`src/assert_macros.svh`:
```
// ----------------------------------------------------------------------------
// assert_macros.svh
// Assertion helpers shared by the RTL. Each macro expects clk and rst to be
// in scope and disables the check while rst is high.
// ----------------------------------------------------------------------------
`ifndef ASSERT_MACROS_SVH
`define ASSERT_MACROS_SVH

// Same-cycle implication.
`define CF_ASSERT_IMP(label, ante, cons, msg) \
  label: assert property (@(posedge clk) disable iff (rst) (ante) |-> (cons)) \
    else $error(msg);

// Next-cycle implication.
`define CF_ASSERT_NXT(label, ante, cons, msg) \
  label: assert property (@(posedge clk) disable iff (rst) (ante) |=> (cons)) \
    else $error(msg);

`endif

```
`src/cf_pkg.sv`:
```
// ----------------------------------------------------------------------------
// cf_pkg
// Shared types, constants and the hash step of the cuckoo filter engine.
// ----------------------------------------------------------------------------
`timescale 1ns / 1ps
`default_nettype none

package cf_pkg;

  localparam int unsigned BUCKETS_DEFAULT  = 128;
  localparam int unsigned KEY_W            = 16;
  localparam int unsigned FP_W             = 16;
  localparam int unsigned CNT_W            = 8;
  localparam int unsigned CMD_W            = 2;

  localparam logic [FP_W-1:0]  HASH_SEED       = 16'd5381;
  localparam logic [CNT_W-1:0] MAX_RELOC_RESET = 8'd8;

  localparam logic [CMD_W-1:0] CMD_INSERT = 2'd0;
  localparam logic [CMD_W-1:0] CMD_LOOKUP = 2'd1;
  localparam logic [CMD_W-1:0] CMD_CLEAR  = 2'd2;

  typedef logic [FP_W-1:0] fp_t;

  // Result of the shared hash unit.
  typedef struct packed {
    logic done;
    fp_t  hash;
  } cf_hash_rsp_t;

  // One DJB round: h * 33 + byte, kept to 16 bits.
  function automatic fp_t djb_step(input fp_t h, input logic [7:0] b);
    djb_step = {h[FP_W-6:0], 5'b0} + h + {8'b0, b};
  endfunction

endpackage

`default_nettype wire

```
`src/cf_if.sv`:
```
// ----------------------------------------------------------------------------
// cf_req_if / cf_rsp_if
// Valid/ready channels carrying commands into and results out of the engine.
// ----------------------------------------------------------------------------
`timescale 1ns / 1ps
`default_nettype none

interface cf_req_if import cf_pkg::*; ();
  logic             valid;
  logic             ready;
  logic [CMD_W-1:0] command;
  logic [KEY_W-1:0] key;
  logic             evict_second;

  modport source (output valid, command, key, evict_second, input ready);
  modport sink   (input valid, command, key, evict_second, output ready);
endinterface

interface cf_rsp_if import cf_pkg::*; ();
  logic             valid;
  logic             ready;
  logic             inserted;
  logic             found;
  logic [CNT_W-1:0] relocations_used;

  modport source (output valid, inserted, found, relocations_used, input ready);
  modport sink   (input valid, inserted, found, relocations_used, output ready);
endinterface

`default_nettype wire

```
`src/cf_hash_unit.sv`:
```
// ----------------------------------------------------------------------------
// cf_hash_unit
// Iterative 16-bit DJB hash over two bytes, low byte first, one byte a cycle.
// ----------------------------------------------------------------------------
`timescale 1ns / 1ps
`default_nettype none

module cf_hash_unit import cf_pkg::*; (
  input  wire logic         clk,
  input  wire logic         rst,
  input  wire logic         start,
  input  wire fp_t          value,
  output cf_hash_rsp_t      rsp
);

  logic       busy;
  logic       done;
  logic [7:0] hi_byte;
  fp_t        h;

  always_ff @(posedge clk) begin
    if (rst) begin
      busy <= 1'b0;
      done <= 1'b0;
    end else begin
      done <= busy;
      if (start) begin
        busy <= 1'b1;
      end else begin
        busy <= 1'b0;
      end
    end
    if (start) begin
      h       <= djb_step(HASH_SEED, value[7:0]);
      hi_byte <= value[15:8];
    end else if (busy) begin
      h <= djb_step(h, hi_byte);
    end
  end

  assign rsp.done = done;
  assign rsp.hash = h;

endmodule

`default_nettype wire

```
`src/cuckoo_filter_engine.sv`:
```
// ----------------------------------------------------------------------------
// cuckoo_filter_engine
// Cuckoo filter over a table of single-fingerprint buckets.
// ----------------------------------------------------------------------------
// Commands arrive on req (valid/ready) and each accepted transaction yields
// exactly one result transaction on rsp. Command 0 inserts the key, 1 looks
// it up, 2 empties the table; command 3 does nothing and returns zeros.
// One command is in flight at a time: req.ready is high only while idle, and
// a result waits in its output register until rsp.ready, so a stall on rsp
// holds off the next command and nothing is lost.
// Sequence: the key and fingerprint hashes share one hash unit, then two
// table reads and a decision cycle follow; a lookup or a direct insert ends
// there. Each relocation hashes the victim, reads its alternate bucket and
// decides, and an insert makes at most limit + 1 such rounds. Clear sweeps
// the table one bucket a cycle; command 3 goes straight to its result. The
// next command is taken only after the result has been taken. After reset
// the same sweep holds req.ready low until every bucket is cleared.
// cfg_write loads the relocation limit (reset 8); the user must load it only
// while idle, as the block itself does not enforce this.
// ----------------------------------------------------------------------------
`timescale 1ns / 1ps
`default_nettype none
`include "assert_macros.svh"

module cuckoo_filter_engine import cf_pkg::*; #(
  parameter int unsigned BUCKETS = BUCKETS_DEFAULT
) (
  input  wire logic       clk,
  input  wire logic       rst,
  cf_req_if.sink          req,
  cf_rsp_if.source        rsp,
  input  wire logic       cfg_write,
  input  wire logic [7:0] cfg_data
);

  localparam int unsigned IDX_W = (BUCKETS > 1) ? $clog2(BUCKETS) : 1;
  localparam logic [IDX_W-1:0] IDX_MASK  = IDX_W'(BUCKETS - 1);
  localparam logic [IDX_W-1:0] LAST_IDX  = IDX_W'(BUCKETS - 1);

  typedef enum logic [3:0] {
    S_CLEAR,
    S_IDLE,
    S_HKEY,
    S_HFP,
    S_RD1,
    S_RD2,
    S_CHK,
    S_HALT,
    S_RDN,
    S_MOVE,
    S_RESP
  } state_t;

  // Bucket table: one write port, one registered read port.
  fp_t table_mem [BUCKETS];
  fp_t rdata;

  state_t           state;
  logic [CMD_W-1:0] cmd_q;
  logic             evict_q;
  fp_t              fp;
  fp_t              b1;
  fp_t              vfp;
  logic [IDX_W-1:0] i1;
  logic [IDX_W-1:0] i2;
  logic [IDX_W-1:0] vidx;
  logic [IDX_W-1:0] nidx;
  logic [IDX_W-1:0] clr_addr;
  logic             clr_reply;
  logic [CNT_W-1:0] moves;
  logic [CNT_W-1:0] reloc_max;
  logic             ins_q;
  logic             fnd_q;

  logic             accept;
  logic             hash_start;
  fp_t              hash_value;
  cf_hash_rsp_t     hash_rsp;
  logic [IDX_W-1:0] hash_idx;
  logic [IDX_W-1:0] rd_addr;
  logic             wr_en;
  logic [IDX_W-1:0] wr_addr;
  fp_t              wr_data;

  assign accept     = req.valid && req.ready;
  assign req.ready  = (state == S_IDLE);
  assign rsp.valid  = (state == S_RESP);
  assign rsp.inserted         = ins_q;
  assign rsp.found            = fnd_q;
  assign rsp.relocations_used = moves;

  assign hash_idx = hash_rsp.hash[IDX_W-1:0] & IDX_MASK;

  cf_hash_unit u_hash (
    .clk   (clk),
    .rst   (rst),
    .start (hash_start),
    .value (hash_value),
    .rsp   (hash_rsp)
  );

  // The one hash unit serves the key, the fingerprint and every victim.
  always_comb begin
    hash_start = 1'b0;
    hash_value = req.key;
    case (state)
      S_IDLE: begin
        hash_start = accept && (req.command == CMD_INSERT || req.command == CMD_LOOKUP);
        hash_value = req.key;
      end
      S_HKEY: begin
        hash_start = hash_rsp.done;
        hash_value = hash_rsp.hash;
      end
      S_CHK: begin
        hash_start = (cmd_q == CMD_INSERT) && (b1 != '0) && (rdata != '0);
        hash_value = evict_q ? b1 : rdata;
      end
      S_MOVE: begin
        hash_start = (rdata != '0) && (moves < reloc_max);
        hash_value = rdata;
      end
      default: begin
        hash_start = 1'b0;
      end
    endcase
  end

  always_comb begin
    case (state)
      S_RD1:   rd_addr = i1;
      S_RD2:   rd_addr = i2;
      default: rd_addr = nidx;
    endcase
  end

  // Table writes: the clearing sweep, a direct placement, the eviction of a
  // full candidate bucket, and each relocation move.
  always_comb begin
    wr_en   = 1'b0;
    wr_addr = nidx;
    wr_data = vfp;
    case (state)
      S_CLEAR: begin
        wr_en   = 1'b1;
        wr_addr = clr_addr;
        wr_data = '0;
      end
      S_CHK: begin
        wr_data = fp;
        if (cmd_q == CMD_INSERT) begin
          wr_en = 1'b1;
          if (b1 == '0) begin
            wr_addr = i1;
          end else if (rdata == '0) begin
            wr_addr = i2;
          end else begin
            wr_addr = evict_q ? i1 : i2;
          end
        end
      end
      S_MOVE: begin
        wr_en   = (rdata == '0) || (moves < reloc_max);
        wr_addr = nidx;
        wr_data = vfp;
      end
      default: begin
        wr_en = 1'b0;
      end
    endcase
  end

  always_ff @(posedge clk) begin
    if (wr_en) begin
      table_mem[wr_addr] <= wr_data;
    end
    rdata <= table_mem[rd_addr];
  end

  always_ff @(posedge clk) begin
    if (rst) begin
      reloc_max <= MAX_RELOC_RESET;
    end else if (cfg_write) begin
      reloc_max <= cfg_data;
    end
  end

  // Sequencer and registered results.
  always_ff @(posedge clk) begin
    if (rst) begin
      state     <= S_CLEAR;
      clr_addr  <= '0;
      clr_reply <= 1'b0;
      ins_q     <= 1'b0;
      fnd_q     <= 1'b0;
      moves     <= '0;
    end else begin
      case (state)
        S_CLEAR: begin
          if (clr_addr == LAST_IDX) begin
            clr_addr <= '0;
            state    <= clr_reply ? S_RESP : S_IDLE;
          end else begin
            clr_addr <= clr_addr + IDX_W'(1);
          end
        end
        S_IDLE: begin
          if (accept) begin
            cmd_q     <= req.command;
            evict_q   <= req.evict_second;
            ins_q     <= 1'b0;
            fnd_q     <= 1'b0;
            moves     <= '0;
            clr_reply <= 1'b1;
            case (req.command)
              CMD_INSERT: state <= S_HKEY;
              CMD_LOOKUP: state <= S_HKEY;
              CMD_CLEAR:  state <= S_CLEAR;
              default:    state <= S_RESP;
            endcase
          end
        end
        S_HKEY: begin
          if (hash_rsp.done) begin
            fp    <= hash_rsp.hash;
            i1    <= hash_rsp.hash[IDX_W-1:0] & IDX_MASK;
            state <= S_HFP;
          end
        end
        S_HFP: begin
          if (hash_rsp.done) begin
            i2    <= (i1 ^ hash_idx) & IDX_MASK;
            state <= S_RD1;
          end
        end
        S_RD1: begin
          state <= S_RD2;
        end
        S_RD2: begin
          b1    <= rdata;
          state <= S_CHK;
        end
        S_CHK: begin
          // rdata now holds the second candidate bucket.
          if (cmd_q == CMD_LOOKUP) begin
            fnd_q <= (b1 == fp) || (rdata == fp);
            state <= S_RESP;
          end else if (b1 == '0 || rdata == '0) begin
            ins_q <= 1'b1;
            state <= S_RESP;
          end else begin
            vidx  <= evict_q ? i1 : i2;
            vfp   <= evict_q ? b1 : rdata;
            state <= S_HALT;
          end
        end
        S_HALT: begin
          if (hash_rsp.done) begin
            nidx  <= (vidx ^ hash_idx) & IDX_MASK;
            state <= S_RDN;
          end
        end
        S_RDN: begin
          state <= S_MOVE;
        end
        S_MOVE: begin
          if (rdata == '0) begin
            ins_q <= 1'b1;
            state <= S_RESP;
          end else if (moves >= reloc_max) begin
            // The fingerprint in hand is dropped.
            state <= S_RESP;
          end else begin
            moves <= moves + CNT_W'(1);
            vidx  <= nidx;
            vfp   <= rdata;
            state <= S_HALT;
          end
        end
        S_RESP: begin
          if (rsp.ready) begin
            clr_reply <= 1'b0;
            state     <= S_IDLE;
          end
        end
        default: begin
          state <= S_IDLE;
        end
      endcase
    end
  end

  // A command in progress never overlaps a waiting result.
  `CF_ASSERT_IMP(a_ready_excl, req.ready, !rsp.valid, "ready while result pending")
  // After acceptance req.ready is low in the next cycle.
  `CF_ASSERT_NXT(a_busy_after_acc, accept, !req.ready, "ready right after accept")
  // Only lookups report found, and lookups never insert or relocate.
  `CF_ASSERT_IMP(a_found_lookup, rsp.valid && rsp.found,
                 !rsp.inserted && rsp.relocations_used == '0, "found with insert fields")

endmodule

`default_nettype wire
```
`src/flat_wrapper.sv`:
```
// flat-port wrapper written by rule: the top's interface ports become plain ports
module cuckoo_filter_engine_flat import cf_pkg::*;
#(
  parameter int unsigned BUCKETS = BUCKETS_DEFAULT
)
  (clk, rst, cfg_write, cfg_data, req_valid, req_command, req_key, req_evict_second, req_ready, rsp_valid, rsp_inserted, rsp_found, rsp_relocations_used, rsp_ready);
  cf_req_if req_i ();
  cf_rsp_if rsp_i ();
  input  wire logic clk;
  input  wire logic rst;
  input  wire logic cfg_write;
  input  wire logic [7:0] cfg_data;
  input wire logic [$bits(req_i.valid)-1:0] req_valid;
  input wire logic [$bits(req_i.command)-1:0] req_command;
  input wire logic [$bits(req_i.key)-1:0] req_key;
  input wire logic [$bits(req_i.evict_second)-1:0] req_evict_second;
  output wire logic [$bits(req_i.ready)-1:0] req_ready;
  output wire logic [$bits(rsp_i.valid)-1:0] rsp_valid;
  output wire logic [$bits(rsp_i.inserted)-1:0] rsp_inserted;
  output wire logic [$bits(rsp_i.found)-1:0] rsp_found;
  output wire logic [$bits(rsp_i.relocations_used)-1:0] rsp_relocations_used;
  input wire logic [$bits(rsp_i.ready)-1:0] rsp_ready;
  assign req_i.valid = req_valid;
  assign req_i.command = req_command;
  assign req_i.key = req_key;
  assign req_i.evict_second = req_evict_second;
  assign req_ready = req_i.ready;
  assign rsp_valid = rsp_i.valid;
  assign rsp_inserted = rsp_i.inserted;
  assign rsp_found = rsp_i.found;
  assign rsp_relocations_used = rsp_i.relocations_used;
  assign rsp_i.ready = rsp_ready;
  cuckoo_filter_engine #(.BUCKETS(BUCKETS)) u_core (.clk(clk), .rst(rst), .req(req_i), .rsp(rsp_i), .cfg_write(cfg_write), .cfg_data(cfg_data));
endmodule
```
`config.mk`:
```
export PLATFORM = sky130hd
export DESIGN_NAME = cuckoo_filter_engine_flat
export DESIGN_NICKNAME = d
export VERILOG_FILES = /design/src/cf_pkg.sv /design/src/cf_if.sv /design/src/cf_hash_unit.sv /design/src/cuckoo_filter_engine.sv /design/src/flat_wrapper.sv
export VERILOG_INCLUDE_DIRS = /design/src /design/src/src
export SDC_FILE = /design/constraint.sdc
export NUM_CORES = 2
export LEC_CHECK = 0
export ABC_AREA = 1
export BUFFER_PORTS_ARGS = -buffer_cell sky130_fd_sc_hd__clkbuf_2
export CAP_MARGIN = 30
export CORE_MARGIN = 2
export CORE_UTILIZATION = 55
export CTS_BUF_LIST = sky130_fd_sc_hd__clkbuf_8
export CTS_CLUSTER_DIAMETER = 150
export CTS_CLUSTER_SIZE = 30
export DETAILED_ROUTE_END_ITERATION = 7
export PLACE_DENSITY_LB_ADDON = 0.3
export REMOVE_ABC_BUFFERS = 1
export SYNTH_ARGS = -nofsm -noshare
export SYNTH_HDL_FRONTEND = slang
export SYNTH_HIERARCHICAL = 1
export SYNTH_SLANG_ARGS = --single-unit
```
`constraint.sdc`:
```
create_clock -name clk -period 9.4 [get_ports clk]
set_input_delay 1.88 -clock clk [delete_from_list [all_inputs] [get_ports clk]]
set_output_delay 1.88 -clock clk [all_outputs]
set_load 0.01 [all_outputs]
```
==> results.txt <==
----------------------------------------------------
[Setup path]
  Cells traversed along the worst timing path ... inv_2 > nand2_2 > nand2_8 > nand2_8 > buf_4 > buf_12 > nand2_1 > nand3_1 > nand3_1 > nand3_1 > nand3_1 > nand3_1 > nand3_1 > nand2_1
  Family with the most delay on the worst path ... simple AND/OR/NAND/NOR gates
  Required time at the worst-slack endpoint ... 10.29 ns
  Most Frequent Cell on Critical Path ... sky130_fd_sc_hd__nand3_1
  Number of buffers and inverters on the critical path ... 3
  Kind of critical path ... reg2reg
  Worst setup EP type ... register
  Critical-path maximum fanout ... 206
  Critical path startpoint category ... register
  Slowest stage delay, CP ... 0.76 ns
  Crit path arrival time ... 6.61 ns
  Max stage delay cell, worst path ... sky130_fd_sc_hd__nand2_8

[Logic synthesis]
  Number of register bits inferred by synthesis ... around 2200
  Number of library cell types mapped by synthesis ... 52
  Ranking of synthesized cells by area ... sky130_fd_sc_hd__edfxtp_1, sky130_fd_sc_hd__nand3_1, sky130_fd_sc_hd__nand2_1
  Gate count of the mapped netlist ... between 7000 and 8000
  Post-synthesis area per instance ... 11.6 um^2
  Cell area after synthesis ... 0.0923 mm^2
  Synth warn ... 6
  Synth top area share ... 0.697
  Post-synthesis cell type with the largest combined area ... sky130_fd_sc_hd__edfxtp_1
  Portion of the post-synthesis area used by sequential elements ... 0.708

[Timing]
  Fraction of the cycle the final worst path needs ... 0.609
  Hold WS ... 0.488 ns
  Highest Clock Rate ... 0.175 GHz
  Unrepaired setup endpoints after global routing ... no
  Final setup violation count ... 0
  Number of hold violations in the final report ... 0
  Slew of the pin with the lowest slew margin ... 1.20 ns
  Setup total negative slack ... 0 ns
  Final Skew ... 0.0617 ns
  Minimum period implied by the final worst setup slack ... around 5.7 ns
  Worst slew margin relative to its limit ... 0.201
  Post-route worst setup slack ... 3.68 ns
  Final slew viol count ... 0

[Finish]
  Final layout net count ... roughly 7800
  Most common library cell in the layout ignoring fill and taps ... sky130_fd_sc_hd__nand3_1
  Commonest non-fill, non-tap cells in the layout ... sky130_fd_sc_hd__nand3_1, sky130_fd_sc_hd__edfxtp_1, sky130_fd_sc_hd__nand2_1, sky130_fd_sc_hd__nor2_1, sky130_fd_sc_hd__buf_4
  Post-route cell area ... 0.0967 mm^2
  Multi-input gate area in the final layout ... 0.0240 mm^2
  Sequential Area ... 0.0653 mm^2
  Area added between synthesis and finish ... 4.76%
  Fillers ... 13200
  Share of post-route cells with drive strength above 1 ... 0.0582

[Clocking]
  CTS Buf Count ... 83
  Post CTS Setup Buffer Count ... 0
  Clk_lat worst skew ... 0.94 ns
  Clock transition at the registers of the reported paths ... 0.17 ns
  Count of instances resized after the clock tree is built ... 0
  Deepest clock path buffer count ... 3
  CTS HTree Levels ... 3
  Quantity of hold-fixing buffers added after cts ... 0
  Clock tree from TritonCTS ... done
  Root buffer selected by CTS ... sky130_fd_sc_hd__clkbuf_8
  Total number of clock tree sinks ... 2192

[GRT]
  Global-route congestion overflow total ... 0
  Wire length of the first global-routing pass ... 389000 um
  Global routing usage summed across all routing layers ... 0.305
  Number of global-route vias before repair ... 59200
  Pin count of the biggest net entering global routing ... 207
  Initial antenna violation count ... 8

[Floorplanning]
  Area of the die ... 0.171 mm^2
  Initial core utilization ... 0.553
  Boundary Pins ... 44
  Die boundary height ... approximately 410 um
  Area of the core ... approximately 0.17 mm^2
  Number of rows in the core area ... 150
  Die boundary width ... 414 um

[Detailed routing]
  Vias per cell ... roughly 6.4
  Routed wirelength normalized by instance count ... 26.5 um
  Total Wirelength ... approximately 270000 um
  DRC violation count after routing ... 0
  Count of TritonRoute iterations in the first routing pass ... 6
  Initial DRC count ... 10900
  Detailed-route via count ... 64100
  Residual antenna-violating net count after detailed routing ... 0

[Place]
  Post-detail-place hpwl ... 148000 um
  Placer's final routability congestion estimate ... between 0.9 and 1
  Post-Place Cell Area ... around 0.095 mm^2
  Worst slack, placed ... 4.07 ns
  IO Port Bufs ... 43

[Outcome]
  Outcome ... finished clean

[Power and ir drop]
  Post-layout power ... roughly 19000 uW
  Leakage power ... 0.0340 uW
  Pwr dens ... 195 mW/mm^2
  Peak supply drop ... 235 uV

[Run]
  Count of max-cap constraint violations ... 0

[Hold path]
  Type of the worst min-delay path ... reg2reg

----------------------------------------------------
-- cells in the mapped netlist (all sizes together) --
library cell / number
o22ai: 1
nor3: 13
a22o: 5
nand3: 2839
nor4: 2
a21o: 1
fa: 4
clkbuf: 191
nand2: 1594
a32o: 1
inv: 194
clkinv: 2
o21ai: 95
o211ai: 9
nor3b: 1
or2: 1
o221ai: 1
nor2: 237
and2: 2
mux2i: 2
dfxtp: 48
a211oi: 5
a31oi: 7
xor2: 27
buf: 377
nand4: 11
a22oi: 7
edfxtp: 2144
xnor2: 20
a221oi: 4
a21oi: 46
ha: 37
nand3b: 25
o2111ai: 11
and3: 1
-- cell type report --
class	count	area share
tap	2204	0.0285
clock buffer	86	0.0122
timing repair buffer	284	0.0258
clock inverter	30	0.00167
inverter	196	0.00781
multi-input combinational	5009	0.248
antenna	3	0.0000776
sequential	2192	0.676
-- tightest hold or removal path: stages (launching register included) --
cell,delay (ns)
sky130_fd_sc_hd__dfxtp_1,0.33
sky130_fd_sc_hd__inv_1,0.06
sky130_fd_sc_hd__o21ai_0,0.07
-- where the power goes --
| group | switching (uW) | internal (uW) | leakage [uW] |
|---|---|---|---|
| combinational | 2570 | 568 | 0.0131 |
| sequential | 125 | 12000 | 0.0202 |
| clock | 2740 | 862 | 0.000774 |
| total | 5440 | 13500 | 0.0340 |
-- state kept, by name (all words and copies together), names as in the netlist, 16 cells and up --
name	flops
u_core/rdata	16
u_core/u_hash/h	16
u_core/b1	16
u_core/fp	16
u_core/vfp	16
u_core/table_mem	2048
-- metal layers --
metal / GRT usage / vias up / routed length (um)
met5: 0 / - / 112
met4: 0.119 / 12 / 11000
met3: 0.0739 / 473 / 34600
met2: 0.460 / 4194 / 119000
met1: 0.430 / 31300 / 100000
li1: - / 28200 / -
-- worst paths after layout --
| kind | slack [ns] | end | start | cells past startpoint |
|---|---|---|---|---|
| worst max-delay path | 3.68 | u_core/rdata[10] | u_core/state[1] | 14 |
| worst max register to register | 3.68 | u_core/rdata[10] | u_core/state[1] | 14 |
| worst min-delay path | 0.49 | u_core/reloc_max[3] | u_core/reloc_max[3] | 2 |
| worst min register to register | 0.49 | u_core/reloc_max[3] | u_core/reloc_max[3] | 2 |
-- cells by family (layout without fill, tap and decap cells) --
kind of cell | after synthesis | count (layout) | share of synthesized area
AOI/OAI and AO/OA | 193 | 193 | 0.0126
xor gates and xnor gates | 47 | 47 | 0.00446
adders and majority gates | 41 | 41 | 0.00588
buffers and inverters | 764 | 596 | 0.0354
DFF | 2192 | 2192 | 0.708
muxes | 2 | 2 | 0.000217
other | 0 | 3 | 0
and+or+nand+nor | 4726 | 4726 | 0.234
-- stage by stage --
stage,cells,utilization
final,10000,0.580
after global routing,10000,0.580
after CTS,9990,0.578
after detailed placement,9874,0.570
after global placement,9866,0.569
after floorplan,7397,-
Power figures use the tool's default switching activity.
